<file path="src/design/assert_macros.svh">
// Assertion macros used by the top level of the encoder.
`ifndef ASSERT_MACROS_SVH
`define ASSERT_MACROS_SVH

// Checked on every rising edge of clk once reset is released.
`define ASSERT_CLK(label, prop, msg) \
  label: assert property (@(posedge clk) disable iff (!rst_n) (prop)) else $error(msg);

// Checked on every rising edge of clk, reset included.
`define ASSERT_ALWAYS(label, prop, msg) \
  label: assert property (@(posedge clk) (prop)) else $error(msg);

`endif

</file>
<file path="src/design/ihex_pkg.sv">
// Types, constants and character functions of the HEX record encoder.
package ihex_pkg;

  localparam int unsigned IDX_W = 4;

  localparam logic [IDX_W-1:0] DATA_LAST_IDX = 4'd13;
  localparam logic [IDX_W-1:0] EOF_LAST_IDX  = 4'd10;

  localparam logic [7:0] REC_PAYLOAD_LEN = 8'h01;

  localparam logic [7:0] CH_COLON = 8'h3A;
  localparam logic [7:0] CH_ZERO  = 8'h30;
  localparam logic [7:0] CH_ONE   = 8'h31;
  localparam logic [7:0] CH_F     = 8'h66;
  localparam logic [7:0] CH_NL    = 8'h0A;

  localparam logic CMD_DATA = 1'b0;
  localparam logic CMD_EOF  = 1'b1;

  typedef struct packed {
    logic       cmd;
    logic [7:0] data_byte;
  } in_word_t;

  typedef struct packed {
    logic [7:0] out_char;
    logic       last_char;
  } out_word_t;

  // One record as handed from the front to the back.
  typedef struct packed {
    logic        is_eof;
    logic [15:0] addr;
    logic [7:0]  data;
    logic [7:0]  chk;
  } rec_t;

  typedef struct packed {
    logic full;
    logic empty;
  } q_stat_t;

  function automatic logic [7:0] hex_digit(logic [3:0] n);
    logic [7:0] c;
    if (n < 4'd10) begin
      c = CH_ZERO + {4'h0, n};
    end else begin
      c = 8'h57 + {4'h0, n};
    end
    return c;
  endfunction

  function automatic logic [IDX_W-1:0] rec_last_idx(rec_t r);
    return r.is_eof ? EOF_LAST_IDX : DATA_LAST_IDX;
  endfunction

  function automatic out_word_t rec_char(rec_t r, logic [IDX_W-1:0] idx);
    out_word_t w;
    logic [7:0] c;
    c = CH_COLON;
    if (r.is_eof) begin
      unique case (idx) inside
        4'd0:                                      c = CH_COLON;
        4'd1, 4'd2, 4'd3, 4'd4, 4'd5, 4'd6, 4'd7: c = CH_ZERO;
        4'd8:                                      c = CH_ONE;
        4'd9, 4'd10:                               c = CH_F;
        default:                                   c = CH_COLON;
      endcase
    end else begin
      unique case (idx) inside
        4'd0:        c = CH_COLON;
        4'd1:        c = hex_digit(REC_PAYLOAD_LEN[7:4]);
        4'd2:        c = hex_digit(REC_PAYLOAD_LEN[3:0]);
        4'd3:        c = hex_digit(r.addr[15:12]);
        4'd4:        c = hex_digit(r.addr[11:8]);
        4'd5:        c = hex_digit(r.addr[7:4]);
        4'd6:        c = hex_digit(r.addr[3:0]);
        4'd7, 4'd8:  c = CH_ZERO;
        4'd9:        c = hex_digit(r.data[7:4]);
        4'd10:       c = hex_digit(r.data[3:0]);
        4'd11:       c = hex_digit(r.chk[7:4]);
        4'd12:       c = hex_digit(r.chk[3:0]);
        4'd13:       c = CH_NL;
        default:     c = CH_COLON;
      endcase
    end
    w.out_char  = c;
    w.last_char = (idx == rec_last_idx(r));
    return w;
  endfunction

endpackage

</file>
<file path="src/design/ihex_front.sv">
// Front end: accepts words, tracks the record address and builds record descriptors.
module ihex_front (
  input  logic               clk,
  input  logic               rst_n,
  input  logic               cfg_we,
  input  logic [15:0]        cfg_wdata,
  input  logic               in_push,
  input  ihex_pkg::in_word_t in_word,
  input  ihex_pkg::q_stat_t  q_stat,
  output logic               in_full,
  output logic               q_push,
  output ihex_pkg::rec_t     q_wrec
);
  import ihex_pkg::*;

  logic [15:0] start_addr_r, start_addr_nxt;
  logic [15:0] rec_addr_r, rec_addr_nxt;
  logic [7:0]  sum;

  assign in_full = q_stat.full;
  assign q_push  = in_push && !q_stat.full;

  always_comb begin
    sum = REC_PAYLOAD_LEN + rec_addr_r[7:0] + rec_addr_r[15:8] + in_word.data_byte;
    q_wrec.is_eof = (in_word.cmd == CMD_EOF);
    q_wrec.addr   = rec_addr_r;
    q_wrec.data   = in_word.data_byte;
    q_wrec.chk    = 8'h00 - sum;
  end

  always_comb begin
    start_addr_nxt = cfg_we ? cfg_wdata : start_addr_r;
    rec_addr_nxt   = rec_addr_r;
    if (q_push) begin
      rec_addr_nxt = (in_word.cmd == CMD_EOF) ? start_addr_r : rec_addr_r + 16'd1;
    end
  end

  always_ff @(posedge clk) begin
    if (!rst_n) begin
      start_addr_r <= '0;
      rec_addr_r   <= '0;
    end else begin
      start_addr_r <= start_addr_nxt;
      rec_addr_r   <= rec_addr_nxt;
    end
  end

endmodule

</file>
<file path="src/design/ihex_queue.sv">
// Two-entry record queue between the front end and the serializer.
module ihex_queue (
  input  logic              clk,
  input  logic              rst_n,
  input  logic              push,
  input  ihex_pkg::rec_t    wrec,
  input  logic              pop,
  output ihex_pkg::rec_t    rrec,
  output ihex_pkg::q_stat_t stat
);
  import ihex_pkg::*;

  rec_t       ent_r [2];
  logic       wp_r, wp_nxt;
  logic       rp_r, rp_nxt;
  logic [1:0] cnt_r, cnt_nxt;

  assign stat.full  = (cnt_r == 2'd2);
  assign stat.empty = (cnt_r == 2'd0);
  assign rrec       = ent_r[rp_r];

  always_comb begin
    wp_nxt  = push ? ~wp_r : wp_r;
    rp_nxt  = pop ? ~rp_r : rp_r;
    cnt_nxt = cnt_r + {1'b0, push} - {1'b0, pop};
  end

  always_ff @(posedge clk) begin
    if (!rst_n) begin
      wp_r  <= 1'b0;
      rp_r  <= 1'b0;
      cnt_r <= 2'd0;
    end else begin
      wp_r  <= wp_nxt;
      rp_r  <= rp_nxt;
      cnt_r <= cnt_nxt;
    end
  end

  always_ff @(posedge clk) begin
    if (push) begin
      ent_r[wp_r] <= wrec;
    end
  end

endmodule

</file>
<file path="src/design/ihex_back.sv">
// Back end: serializes the head record, one word per cycle unless stalled.
module ihex_back (
  input  logic                clk,
  input  logic                rst_n,
  input  ihex_pkg::rec_t      q_rrec,
  input  ihex_pkg::q_stat_t   q_stat,
  output logic                q_pop,
  input  logic                out_pop,
  output logic                out_empty,
  output ihex_pkg::out_word_t out_word
);
  import ihex_pkg::*;

  logic [IDX_W-1:0] idx_r, idx_nxt;
  logic             ov_r, ov_nxt;
  out_word_t        ow_r, ow_nxt;
  logic             load;

  // A queued record loads its next character when the output is free or popped.
  assign load      = !q_stat.empty && (!ov_r || out_pop);
  assign q_pop     = load && ow_nxt.last_char;
  assign out_empty = !ov_r;
  assign out_word  = ow_r;

  always_comb begin
    ow_nxt  = rec_char(q_rrec, idx_r);
    idx_nxt = idx_r;
    if (load) begin
      idx_nxt = ow_nxt.last_char ? '0 : idx_r + IDX_W'(1);
    end
    ov_nxt = load ? 1'b1 : (out_pop ? 1'b0 : ov_r);
  end

  always_ff @(posedge clk) begin
    if (!rst_n) begin
      idx_r <= '0;
      ov_r  <= 1'b0;
    end else begin
      idx_r <= idx_nxt;
      ov_r  <= ov_nxt;
    end
  end

  always_ff @(posedge clk) begin
    if (load) begin
      ow_r <= ow_nxt;
    end
  end

endmodule

</file>
<file path="src/design/intel_hex_record_encoder_unit.sv">
// Top level of the HEX record encoder: front end, record queue and serializer.
// Input words carry a command and a data byte. A data command produces one
// 14-character data record, an end-of-file command the 11-character record
// ":00000001ff" and reloads the record address from the start address.
// A word is accepted on an edge with in_push high and in_full low; characters
// leave on an edge with out_pop high and out_empty low, last_char marking the
// final character of each record. The start address is written through cfg_we
// and cfg_wdata and takes effect at the next end-of-file command; reset clears it.
// A word accepted into an idle block is stored in a queue entry and then loaded
// into the output register, after which its first character can be popped.
// Throughput is one character per cycle while the receiver keeps popping, set by
// the single output register of the serializer. A two-entry queue lets words be
// accepted while earlier records are still being sent. When the receiver stalls,
// the current character holds, the queue fills and in_full rises. Synchronous
// reset empties the queue and the output and clears both addresses to zero.
`include "assert_macros.svh"

module intel_hex_record_encoder_unit (
  input  logic                clk,
  input  logic                rst_n,
  input  logic                cfg_we,
  input  logic [15:0]         cfg_wdata,
  input  logic                in_push,
  input  ihex_pkg::in_word_t  in_word,
  output logic                in_full,
  input  logic                out_pop,
  output logic                out_empty,
  output ihex_pkg::out_word_t out_word
);
  import ihex_pkg::*;

  logic    q_push;
  logic    q_pop;
  rec_t    q_wrec;
  rec_t    q_rrec;
  q_stat_t q_stat;
  logic    out_is_last;
  logic    out_end_code;
  logic    idle_push;
  logic    first_colon;

  ihex_front u_front (
    .clk       (clk),
    .rst_n     (rst_n),
    .cfg_we    (cfg_we),
    .cfg_wdata (cfg_wdata),
    .in_push   (in_push),
    .in_word   (in_word),
    .q_stat    (q_stat),
    .in_full   (in_full),
    .q_push    (q_push),
    .q_wrec    (q_wrec)
  );

  ihex_queue u_queue (
    .clk   (clk),
    .rst_n (rst_n),
    .push  (q_push),
    .wrec  (q_wrec),
    .pop   (q_pop),
    .rrec  (q_rrec),
    .stat  (q_stat)
  );

  ihex_back u_back (
    .clk       (clk),
    .rst_n     (rst_n),
    .q_rrec    (q_rrec),
    .q_stat    (q_stat),
    .q_pop     (q_pop),
    .out_pop   (out_pop),
    .out_empty (out_empty),
    .out_word  (out_word)
  );

  assign out_is_last  = !out_empty && out_word.last_char;
  assign out_end_code = (out_word.out_char == CH_NL) || (out_word.out_char == CH_F);
  assign idle_push    = in_push && !in_full && out_empty && q_stat.empty;
  assign first_colon  = !out_empty && (out_word.out_char == CH_COLON);

  // The end of a record is always a newline or the closing digit of end-of-file.
  `ASSERT_CLK(a_last_char_code, out_is_last |-> out_end_code, "record ends on a wrong character")

  // Reset leaves no character waiting.
  `ASSERT_ALWAYS(a_reset_empty, !rst_n |=> out_empty, "output not empty after reset")

  // A word taken into an idle block has its first character, a colon, ready to pop
  `ASSERT_CLK(a_idle_latency, idle_push |-> ##2 first_colon, "first character late or wrong")

endmodule

</file>
<file path="config.mk">
export PLATFORM = sky130hd
export DESIGN_NAME = intel_hex_record_encoder_unit
export DESIGN_NICKNAME = d
export VERILOG_FILES = /design/src/design/ihex_pkg.sv /design/src/design/ihex_front.sv /design/src/design/ihex_queue.sv /design/src/design/ihex_back.sv /design/src/design/intel_hex_record_encoder_unit.sv
export VERILOG_INCLUDE_DIRS = /design/src /design/src/design
export SDC_FILE = /design/constraint.sdc
export NUM_CORES = 1
export LEC_CHECK = 0
export ABC_AREA = 1
export BUFFER_PORTS_ARGS = -buffer_cell sky130_fd_sc_hd__buf_2
export CAP_MARGIN = 40
export CORE_MARGIN = 5
export CORE_UTILIZATION = 50
export DETAILED_ROUTE_END_ITERATION = 7
export HOLD_SLACK_MARGIN = 0.03
export PLACE_DENSITY_LB_ADDON = 0.12
export SYNTH_ARGS = -nofsm -noshare
export SYNTH_HDL_FRONTEND = slang
export SYNTH_SLANG_ARGS = --single-unit
</file>
<file path="constraint.sdc">
create_clock -name clk -period 3.1 [get_ports clk]
set_clock_uncertainty 0.1 [all_clocks]
set_input_delay 0.62 -clock clk [delete_from_list [all_inputs] [get_ports clk]]
set_output_delay 0.62 -clock clk [all_outputs]
set_load 0.05 [all_outputs]
</file>
==> results of run 1 <==
## flip-flops by register name, indices dropped and copies added (netlist names), named ones only
register	flops
u_back.idx_r	4
u_back.out_word	8
u_back.ov_r	1
u_front.rec_addr_r	16
u_front.start_addr_r	16
u_queue.cnt_r	2
u_queue.ent_r	66
u_queue.rp_r	1
u_queue.wp_r	1
## cell families after synthesis
logic type | count (synthesis) | share of synthesized area
xor+xnor | 13 | 0.0174
other cells | 1 | 0.000573
flops | 116 | 0.468
simple gates | 419 | 0.261
fa+ha+maj | 31 | 0.0673
buf+inv | 148 | 0.0886
compound gates | 118 | 0.0974
## synth_stat cells
library cell                 n  area [um^2]
sky130_fd_sc_hd__a21oi_1    41          205
sky130_fd_sc_hd__o211ai_1    2         15.0
sky130_fd_sc_hd__nor3_1      8         40.0
sky130_fd_sc_hd__nand4_1     8         50.1
sky130_fd_sc_hd__o31ai_1     2         15.0
sky130_fd_sc_hd__edfxtp_1   74         2220
sky130_fd_sc_hd__o21ai_0    47          235
sky130_fd_sc_hd__clkbuf_1   12         45.0
sky130_fd_sc_hd__a311oi_1    2         17.5
sky130_fd_sc_hd__xnor2_1     4         35.0
sky130_fd_sc_hd__buf_4       4         30.0
sky130_fd_sc_hd__xor2_1      9         78.8
sky130_fd_sc_hd__fa_1        7          140
sky130_fd_sc_hd__a31oi_1     2         12.5
sky130_fd_sc_hd__o22ai_1     3         18.8
sky130_fd_sc_hd__nand2_2     1         6.26
sky130_fd_sc_hd__dfxtp_1    42          841
sky130_fd_sc_hd__conb_1      1         3.75
sky130_fd_sc_hd__o211a_1     1         10.0
sky130_fd_sc_hd__inv_1     115          432
sky130_fd_sc_hd__nand2_1   241          905
sky130_fd_sc_hd__nor2_1     95          357
sky130_fd_sc_hd__buf_2       7         35.0
sky130_fd_sc_hd__a221oi_1    2         17.5
sky130_fd_sc_hd__o21ai_2     2         17.5
sky130_fd_sc_hd__nand3b_1    6         45.0
sky130_fd_sc_hd__ha_1       24          300
sky130_fd_sc_hd__o21ai_1    13         65.1
sky130_fd_sc_hd__nand3_1    59          295
sky130_fd_sc_hd__nor4_1      1         6.26
sky130_fd_sc_hd__a211oi_1    1         7.51
sky130_fd_sc_hd__inv_2      10         37.5
## per-stage QoR
step	total power, mW	setup WS, ns	utilization	std cells
global placement	2.65	0.334	0.542	1040
CTS	4.51	0.494	0.586	1072
finish	4.49	0.461	0.586	1072
detailed placement	2.69	0.288	0.542	1040
global route	4.71	0.348	0.586	1072
floorplan	2.48	0.217	-	846
## cells in the final DEF, fill, tap and decap left out
cell type,count
sky130_fd_sc_hd__nand2_2,1
sky130_fd_sc_hd__inv_4,1
sky130_fd_sc_hd__nor2_2,2
sky130_fd_sc_hd__inv_2,10
sky130_fd_sc_hd__nand2_1,241
sky130_fd_sc_hd__nand3b_1,6
sky130_fd_sc_hd__o211ai_1,2
sky130_fd_sc_hd__clkinv_2,2
sky130_fd_sc_hd__inv_1,115
sky130_fd_sc_hd__xnor2_1,4
sky130_fd_sc_hd__buf_2,39
sky130_fd_sc_hd__a211oi_1,1
sky130_fd_sc_hd__fa_1,7
sky130_fd_sc_hd__clkbuf_1,6
sky130_fd_sc_hd__xor2_1,9
sky130_fd_sc_hd__a31oi_1,2
sky130_fd_sc_hd__clkbuf_16,18
sky130_fd_sc_hd__nor3_1,8
sky130_fd_sc_hd__nor4_1,1
sky130_fd_sc_hd__nand3_1,59
sky130_fd_sc_hd__o22ai_1,3
sky130_fd_sc_hd__nand4_1,8
sky130_fd_sc_hd__edfxtp_1,74
sky130_fd_sc_hd__buf_4,6
sky130_fd_sc_hd__o21ai_2,2
sky130_fd_sc_hd__o211a_1,1
sky130_fd_sc_hd__a21oi_1,41
sky130_fd_sc_hd__dfxtp_1,42
sky130_fd_sc_hd__a221oi_1,2
sky130_fd_sc_hd__nor2_1,93
sky130_fd_sc_hd__conb_1,1
sky130_fd_sc_hd__clkbuf_8,5
sky130_fd_sc_hd__o31ai_1,2
sky130_fd_sc_hd__o21ai_1,13
sky130_fd_sc_hd__ha_1,24
sky130_fd_sc_hd__o21ai_0,47
sky130_fd_sc_hd__a311oi_1,2
## how the worst max path moves through the flow
stage                           start                   to  slack, ns  depth (start not counted)
6_report       u_front.rec_addr_r[10]  u_queue.ent_r[1][7]       0.46                         11
5_1_grt        u_front.rec_addr_r[10]  u_queue.ent_r[1][7]       0.35                         11
3_3_place_gp               in_word[2]  u_queue.ent_r[0][7]       0.33                         12
4_1_cts        u_front.rec_addr_r[10]  u_queue.ent_r[1][7]       0.49                         11
2_1_floorplan                 in_push  u_queue.ent_r[1][0]       0.22                          3
3_5_place_dp               in_word[2]  u_queue.ent_r[1][7]       0.29                         12
## per-layer routing
layer  GRT usage  vias up  routed length [um]
met5           0        -                   0
met4      0.0999        0                 450
met3      0.0416       42                 824
met2       0.344      175                7510
met1       0.255     2518                6600
li1            -     2821                   -
## power groups by stage
stage	Clock, mW	Sequential (mW)	Combinational [mW]
after floorplan	0	1.94	0.535
after global placement	0	1.91	0.742
after detailed placement	0	1.91	0.778
after CTS	1.85	1.88	0.783
after global routing	1.92	1.90	0.889
final	1.82	1.88	0.782
## area by class of cell
cell class,instances,area share
Clock buffer,29,0.0727
Sequential cell,116,0.411
Multi-Input combinational cell,582,0.390
Inverter,125,0.0630
Clock inverter,3,0.00218
Timing Repair Buffer,45,0.0322
Tap cell,172,0.0289
## critical path: stages (launching register included)
cell	delay (ns)
sky130_fd_sc_hd__dfxtp_1	0.41
sky130_fd_sc_hd__inv_1	0.14
sky130_fd_sc_hd__fa_1	0.47
sky130_fd_sc_hd__ha_1	0.36
sky130_fd_sc_hd__a21oi_1	0.13
sky130_fd_sc_hd__o21ai_0	0.13
sky130_fd_sc_hd__nand2_1	0.09
sky130_fd_sc_hd__nand2_1	0.05
sky130_fd_sc_hd__a21oi_1	0.24
sky130_fd_sc_hd__o21ai_0	0.11
sky130_fd_sc_hd__nand2_1	0.07
sky130_fd_sc_hd__nand2_1	0.08
==> summary.md, run 1 <==
Capture endpoint of the worst hold path: u_queue.ent_r[0][11]. Using the TritonRoute via totals, the vias-per-cell ratio works out to 5.18. From synthesis to final layout, the design area changed by 13.9%. The tools report the via count of the first global-routing pass as 5,374. The total area inside the core boundary comes to 0.0127 mm^2.

The total area of multi-input combinational cells came out at 0.00290 mm^2. After filler insertion, the fill cell instance count of the layout stands at 1,193. The run gives 0 as the post-CTS setup-driven buffer insertion count.

STA classifies the critical path endpoint as a register. For the count of warnings emitted by yosys, the log shows 0. The run finished with clean final reports.

Data on the critical path is required at its endpoint by 3.15 ns. The slew at the pin with the worst max-slew slack came out at 0.779 ns. Based on the critical path, the design can be clocked at up to 379 MHz.

Clock tree synthesis inserted a total of 17 buffers. Final hold analysis gives a worst-case slack of 0.313 ns. In this run the number of H-tree levels came out at 4. For the initial antenna violation count, the log shows 0.

In this run the critical register-to-register path is launched from u_front.rec_addr_r[10]. The number of top-level pins was 41; the number of cell instances on the worst register-to-register path was 11. The final layout contains routed wiring with a total length of 15.4 mm. The repair_antennas step left the layout with diodes totalling 0. Buffers inserted to repair hold after CTS numbered 0. The internal power of the cells totals 3.24 mW.

Entering global routing, the biggest net connects 40 pins. The finished cells cover 0.00745 mm^2. In this run the worst path has a maximum fanout of 6.

The final period utilization was 0.851; the combinational power share was 0.174. The total global routing track utilization was 0.206; the share of layout cells above drive strength 1 was 0.0956. Counting I/O delays and the setup requirement, the final critical path takes 2.64 ns.

For this block, the initial DRC count from the detailed router was 444. The synthesized netlist occupies a cell area of 0.00654 mm^2. In this run the mean area of a mapped cell was 7.73 um^2.

The setup check on the worst reg-to-reg path leaves a slack of 0.46 ns. No sink is reached through more buffers than the 2 on the longest clock path. Start-to-end type of the worst setup path: reg2reg. The critical path startpoint category is a register. The portion of the post-synthesis area used by sequential elements was 0.468. Combined flip-flop and latch cell area: 0.00306 mm^2. The cell sitting at the root of the clock tree is a sky130_fd_sc_hd__clkbuf_16. After technology mapping, the gate count stands at 846. The clock sink count came out at 116. The net count of the finished layout is 948. Summed over all nets, the switching power comes to 1.25 mW. The number of rows created at floorplan is 41.

Routability-driven placement finished with a final weighted congestion of 0.963. Max-capacitance violation count: 0. Clock latency on the worst-skew pair, taken at its later pin, is 0.42 ns. Post-CTS repair changed the size of 0 cells. The worst slew slack as a fraction of its limit came out at 0.481.

For the sum of negative setup slack, the log shows 0 ns. Initial standard-cell utilization of the core: 0.514. Setup violations remaining at the end of the flow were counted as 0. During placement, the flow inserted port buffers numbering 39.

For the post-detailed-placement half-perimeter wirelength, the log shows 11.5 mm. The logs give 0.419 for the sequential share of power and 0 for the final-report hold violation count. In the final routed layout, each cell accounts on average for 14.3 um.

Setup repair after global routing left no endpoint under its margin. The number of different library cells used by synthesis comes to 32. The endpoint identified for the worst register-to-register timing path is u_queue.ent_r[1][7]. Hold-critical path depth: 1. The leakage power is 3.37 nW. The total count of max-transition violations in the final report is 0. The total DRC errors in the routed layout was 0. In this run the remaining antenna-violating nets after routing total 0. The run gives 2.69 ns as the worst endpoint data arrival time. In this run the most critical hold path is launched from in_word[3]. In this run the worst hold path is classified as in2reg.

From bottom edge to top edge, the die measures 124 um. The share of total power in the clock network was 0.406. The global route total overflow is 0.

VDD sags by at most 0.403 mV. The die is 124 um wide. The first-pass iteration count of the detailed router was 5. Once placement finished, the instance area stood at 0.00689 mm^2. The die covers 0.0155 mm^2.

The number of vias in the routed layout was 5,556. The clock transition time at the flip-flop clock pins of the worst setup and hold paths works out to 0.05 ns. The fraction of power spent switching nets was 0.278; the post-synthesis net count was 907. The power per standard cell area is 602 mW/mm^2.

TritonCTS built the clock tree. The first global-routing pass estimated 25.9 mm of wire. After synthesis the netlist holds a flip-flop and latch count of 116.
(Power assumes the default switching activity.)
==> inputs of run 2 (changes only) <==
Settings changed: GPL_ROUTABILITY_DRIVEN set to 1, HOLD_SLACK_MARGIN 0.03 to not set, MAX_ROUTING_LAYER set to met4.
==> run 2 against run 1 <==
Compared with the run above: register-to-register slack worse by 0.02 ns; clock-buffer cell count decreased by 7; via count decreased by 1.3%; sequential share of layout area decreased by 0.56 points; global-route usage increased by 0.40 points; largest cell class unchanged; largest power group is now the clock network.
==> summary.md, run 2 (same netlist as run 1, synthesis figures left out) <==
The run finished with clean final reports. The number of flip-flops under the largest register name was 66; the clock transition time at the flip-flop clock pins of the worst setup and hold paths was 0.06 ns. The number of I/O port buffers is 39, and the via count of the first global-routing pass is 5,285. For the global route total overflow, the log shows 0. Of all nets on the critical path, the largest fanout is 6.

For the count of hold-fix buffers inserted at cts, the log shows 0. Sum of negative setup slack: 0 ns. Measured along the y axis, the die boundary spans 124 um. The number of cell instances on the worst register-to-register path is 11.

Clock latency on the worst-skew pair, taken at its later pin, is 0.42 ns. Most common cell after layout, fill and taps aside: sky130_fd_sc_hd__nand2_1. 41 I/O pins were placed. The die covers 0.0155 mm^2. The number of clock buffers inserted by TritonCTS was 17; the diode insertion count for antenna repair was 0. The detail-routed via count per cell came out at 5.11. The met3 global-route usage is 0.0347, and the maximum clock frequency is 376 MHz. In the final routed layout, each cell accounts on average for 14.4 um. After detailed placement, the design holds a cell count of 1,041.

The start-to-end type of the worst setup path was reg2reg. The total global routing track utilization is 0.210. The combined flip-flop and latch cell area was 0.00306 mm^2. The logs give 116 for the clock sink count and 949 for the final-stage net count.

The global-route wire length before repair is 25.5 mm, and the post-cts resize count is 0. The hold-critical path depth is 1, and the first-pass iteration count of the detailed router is 6. The count of nets left with antenna violations once routing finished came out at 0. For the final routed wirelength across all metal layers, the log shows 15.5 mm. Across all register-to-register paths, the minimum setup slack is 0.44 ns. The initialized floorplan defines 41 standard-cell rows.

In this run the standard cell core region covers 0.0127 mm^2. The global-route met1 utilization is 0.248. The required time at the worst-slack endpoint was 3.16 ns; the post-synthesis to final-layout area growth was 15.5%. The routed layout has 5,482 vias. The tools report the capture endpoint of the worst hold path as u_queue.ent_r[1][12]. After the flow finishes, the layout carries non-filler instances totaling 1,073.

The share of layout cells above drive strength 1 was 0.103; the max-capacitance violation count was 0. The routed design could run at a clock period as short as 2.66 ns. The clock passes through at most 2 buffers. The worst setup path is captured at a register. Met2 track demand over resource in global routing: 0.363. Final-report hold violation count: 0. The worst min-delay path category was in2reg. In the routed design, unresolved DRC markers number 0. The run gives 0 as the count of endpoints failing setup in the final report. Detailed placement ended at an HPWL of 11.8 mm.

The global placer's final weighted congestion was 0.899; the worst ir drop on vdd was 0.411 mV. The number of H-tree levels came out at 4. The total count of max-transition violations in the final report was 0; the total area of multi-input combinational cells was 0.00290 mm^2.

At the worst endpoint, the arrival time is 2.71 ns. In the layout the commonest cells are sky130_fd_sc_hd__nand2_1 (241), sky130_fd_sc_hd__inv_1 (115), sky130_fd_sc_hd__nor2_1 (93), sky130_fd_sc_hd__edfxtp_1 (74), sky130_fd_sc_hd__nand3_1 (59). The final period utilization was 0.857; the initial antenna violation count was 0. For the initial DRC count, the log shows 339. The tools report the worst slew slack as a fraction of its limit as 0.428. For the pin with the worst max-slew slack, the measured transition is 0.858 ns. TritonCTS built the clock tree.

Counting flops per register, the top entry is u_queue.ent_r. In this run the power density over the cells is 626 mW/mm^2. Setup repair after global routing left no endpoint under its margin.

In the final layout, the registers with the most flip-flops are u_queue.ent_r: 66 flops, u_front.rec_addr_r: 16 flops, u_front.start_addr_r: 16 flops. For this design the static power due to leakage is 3.42 nW. The endpoint identified for the worst register-to-register timing path is u_queue.ent_r[1][7].

The startpoint identified for the worst hold timing path is in_word[4]. Buffers added to address setup during post-CTS repair amount to 0. The worst register-to-register path begins at u_front.rec_addr_r[10]. The critical path startpoint category was a register. Busiest layer in global routing: met2. The filler cells instantiated in the layout total 1,197. The die outline width works out to 124 um. Entering global routing, the biggest net connects 40 pins.

The root cell of the clock tree was sky130_fd_sc_hd__clkbuf_16. The tools report the initial standard-cell utilization of the core as 0.514.
[run 2: cell count changes in the layout (fill, tap and decap cells not counted), sizes merged]
cell	delta
buf	+1
inv	+1
clkinv	+4
clkbuf	-7
bufinv	+2
[run 2: critical path, cell delays in order (launching register included)]
cell	delay [ns]
sky130_fd_sc_hd__dfxtp_1	0.41
sky130_fd_sc_hd__inv_1	0.13
sky130_fd_sc_hd__fa_1	0.48
sky130_fd_sc_hd__ha_1	0.37
sky130_fd_sc_hd__a21oi_1	0.13
sky130_fd_sc_hd__o21ai_0	0.14
sky130_fd_sc_hd__nand2_1	0.09
sky130_fd_sc_hd__nand2_1	0.06
sky130_fd_sc_hd__a21oi_1	0.23
sky130_fd_sc_hd__o21ai_0	0.13
sky130_fd_sc_hd__nand2_1	0.07
sky130_fd_sc_hd__nand2_1	0.07
[run 2: area by class of cell]
cell class / instances / area share
well taps: 172 / 0.0285
flip-flops and latches: 116 / 0.406
clock buffers: 22 / 0.0699
clock inverters: 10 / 0.0149
inverters: 125 / 0.0621
repair buffers: 46 / 0.0345
multi-input cells: 582 / 0.385
[run 2: metrics by stage]
| step | instance area [um^2] | hold WS, ns | setup WS (ns) | power (mW) | utilization |
|---|---|---|---|---|---|
| global route | 7550 | 0.300 | 0.253 | 4.96 | 0.594 |
| finish | 7550 | 0.304 | 0.442 | 4.73 | 0.594 |
| floorplan | 6540 | 0.320 | 0.217 | 2.48 | - |
| global placement | 6910 | 0.352 | 0.326 | 2.66 | 0.543 |
| detailed placement | 6910 | 0.354 | 0.259 | 2.69 | 0.543 |
| CTS | 7550 | 0.297 | 0.461 | 4.76 | 0.594 |
[run 2: power by group]
| group | switching (mW) | internal [mW] |
|---|---|---|
| Clock | 0.698 | 1.37 |
| Combinational | 0.535 | 0.249 |
| Sequential | 0.0623 | 1.82 |
| Total | 1.30 | 3.44 |
[run 2: worst max-delay path by stage]
| stage | startpoint | end | slack, ns | cells past startpoint |
|---|---|---|---|---|
| after floorplan | in_push | u_queue.ent_r[1][0] | 0.22 | 3 |
| after global placement | in_word[2] | u_queue.ent_r[0][7] | 0.33 | 12 |
| after detailed placement | in_word[2] | u_queue.ent_r[0][7] | 0.26 | 12 |
| after CTS | u_front.rec_addr_r[10] | u_queue.ent_r[1][7] | 0.46 | 11 |
| after global routing | u_front.rec_addr_r[10] | u_queue.ent_r[1][7] | 0.25 | 11 |
| final | u_front.rec_addr_r[10] | u_queue.ent_r[1][7] | 0.44 | 11 |
[run 2: routing by layer]
layer / wire [um] / vias to the layer above
li1: - / 2825
met1: 6760 / 2505
met2: 7820 / 133
met3: 667 / 19
met4: 242 / 0
met5: 0 / -
==> inputs of run 3 (changes only) <==
Settings changed: CELL_PAD_IN_SITES_DETAIL_PLACEMENT set to 1, CELL_PAD_IN_SITES_GLOBAL_PLACEMENT set to 1, CORE_UTILIZATION 50 to 46, PLACE_DENSITY_LB_ADDON 0.12 to 0.1, RECOVER_POWER set to 50.
==> run 3 against run 2 <==
Compared with the run above: sequential share of layout area is 0.73 points higher; critical path depth stayed put; maximum frequency is 6.8% lower; wire length is 17% higher; combinational power is 3.1% higher.
==> summary.md, run 3 (same netlist as run 1, synthesis figures left out) <==
The worst setup path is launched from a register. Later-pin clock latency in the skew report: 0.42 ns. Summed over all cells, the static leakage comes to 3.31 nW.

The max-capacitance violation count is 0, and the post-synthesis to final-layout area growth is 13.4%. The hold-critical path depth is 3, and the slack of the critical path is 0.247 ns. TritonCTS built the clock tree. After the flow finishes, the layout carries non-filler instances totaling 1,080. The worst min-delay path category was in2reg.

The most common cell after layout, fill and taps aside was sky130_fd_sc_hd__nand2_1. The first TritonRoute pass finished after 4 iterations. The number of top-level pins was 41; the global-route wire length before repair was 29.8 mm. Routed signal wires occupy layers up through met4. Counting tap cells, the placed design contains a total of 1,048 instances. The clock period minus worst slack was 2.85 ns. After detailed routing, the number of vias per cell comes to 5.22. The top cell types in the final layout, fill and taps aside, are sky130_fd_sc_hd__nand2_1 (241), sky130_fd_sc_hd__inv_1 (116), sky130_fd_sc_hd__nor2_1 (93), sky130_fd_sc_hd__edfxtp_1 (74), sky130_fd_sc_hd__nand3_1 (59).

The initial antenna violation count is 0, and the clock sink count is 116. The root cell of the clock tree was sky130_fd_sc_hd__clkbuf_16. The final period utilization is 0.920, and the number of rows created at floorplan is 43. The number of cell instances on the worst register-to-register path works out to 11. The wire-length estimate of the detail-placed layout is 13.8 mm. TritonCTS created 17 clock buffers. The start-to-end type of the worst setup path is reg2reg. Setup repair after global routing left no endpoint under its margin. The H-tree was split into 4 levels. The diode insertion count for antenna repair is 0, and the total DRC errors in the routed layout is 0. The initial standard-cell utilization of the core was 0.469; the count of endpoints failing setup in the final report was 0. The total core area is 0.0139 mm^2.

The register with the most flip-flops in the layout has 66 of them. The final-report hold violation count is 0. The tools report the maximum clock frequency as 351 MHz.

At the pin with the least slew margin, the transition time is 1.37 ns. The total count of max-transition violations in the final report came out at 0. The total global routing track utilization came out at 0.237. In the final timing run, aggregate negative setup slack is 0 ns. After clock tree synthesis, the clock-pin slew on the worst setup and hold paths is 0.06 ns. After the last flow step, the layout net total stands at 948.

The worst ir drop on vdd came out at 0.392 mV. The clock passes through at most 2 buffers. In this run, post-CTS repair resized a total of 0 instances. The routed wire length on met2 was 9.46 mm; the via count of the first global-routing pass was 6,169. Summed over all nets, wire length on met3 after detailed routing comes to 660 um. Wire length on met1: 7.65 mm. Pin count of the biggest net entering global routing: 40.

The logs give 0.0776 for the worst slew slack as a fraction of its limit and 18.2 mm for the final routed wirelength across all metal layers. Buffers added to address setup during post-CTS repair amount to 0. The number of I/O port buffers came out at 39. The detail route stage leaves a number of antenna-violating nets equal to 0. The worst endpoint data arrival time is 3.11 ns, and the die area is 0.0167 mm^2. From left edge to right edge, the die measures 129 um. In this run, the number of DRC markers left after iteration 0 of detailed routing was 261.

In the final routed layout, each cell accounts on average for 16.8 um. The required time at the worst-slack endpoint is 3.36 ns, and the largest driver fanout on the critical path is 7. After clock tree synthesis, the flow added hold-fix buffers numbering 0. More flip-flops sit in one register than any other, and that register is u_queue.ent_r. STA classifies the critical path endpoint as a register. The largest registers in the layout are u_queue.ent_r: 66 flops, u_front.rec_addr_r: 16 flops, u_front.start_addr_r: 16 flops.

The worst slack after detailed placement is 0.198 ns, and the share of layout cells above drive strength 1 is 0.0767. The run finished with clean final reports. Global routing finished with a remaining overflow of 0. For this block, the via count after detailed routing is 5,636.

At the end of routability-driven placement, the weighted congestion stood at 0.933. In this run the vertical extent of the chip is 129 um. Power per standard cell area: 611 mW/mm^2.
-- run 3: path summary, 6_finish.rpt --
path | from | end | slack, ns
max | register | u_queue.cnt_r[1] | 0.25
min | cfg_wdata[9] | u_front.start_addr_r[9] | 0.32
max reg2reg | register | u_queue.cnt_r[1] | 0.25
min reg2reg | u_front.start_addr_r[8] | u_front.start_addr_r[8] | 0.36
-- run 3: final cells by class --
cell class                      count  area, um^2
Fill cell                        1751        6520
Sequential cell                   116        3060
Multi-Input combinational cell    582        2900
Inverter                          125         469
Clock buffer                       17         425
Tap cell                          180         225
Timing Repair Buffer               45         208
Clock inverter                     15         131
-- run 3: stage by stage --
step | area, um^2 | power [mW] | utilization | hold slack [ns]
floorplan | 6540 | 2.48 | - | 0.320
global placement | 6900 | 2.66 | 0.495 | 0.343
detailed placement | 6900 | 2.72 | 0.495 | 0.364
CTS | 7460 | 4.58 | 0.535 | 0.289
global route | 7420 | 4.77 | 0.532 | 0.309
finish | 7420 | 4.53 | 0.532 | 0.317
-- run 3: routing by layer --
| layer | vias up | GRT usage |
|---|---|---|
| met5 | - | - |
| met4 | 0 | 0.0828 |
| met3 | 33 | 0.0458 |
| met2 | 96 | 0.426 |
| met1 | 2688 | 0.263 |
| li1 | 2819 | - |
-- run 3: where the power goes --
part	leakage (nW)	total [mW]	switching [mW]	internal [mW]
Clock	0.274	1.84	0.738	1.10
Sequential	1.05	1.88	0.0645	1.82
Combinational	1.99	0.808	0.569	0.239
-- run 3: worst max-delay path: stages (launching register included) --
cell	delay [ns]
sky130_fd_sc_hd__dfxtp_1	0.32
sky130_fd_sc_hd__inv_1	0.11
sky130_fd_sc_hd__o21ai_0	0.71
sky130_fd_sc_hd__inv_2	0.19
sky130_fd_sc_hd__o31ai_1	0.12
sky130_fd_sc_hd__nand3_1	0.16
sky130_fd_sc_hd__nor2_1	0.35
sky130_fd_sc_hd__ha_1	0.30
sky130_fd_sc_hd__inv_1	0.06
sky130_fd_sc_hd__ha_1	0.14
sky130_fd_sc_hd__o21ai_0	0.09
sky130_fd_sc_hd__a21oi_1	0.14
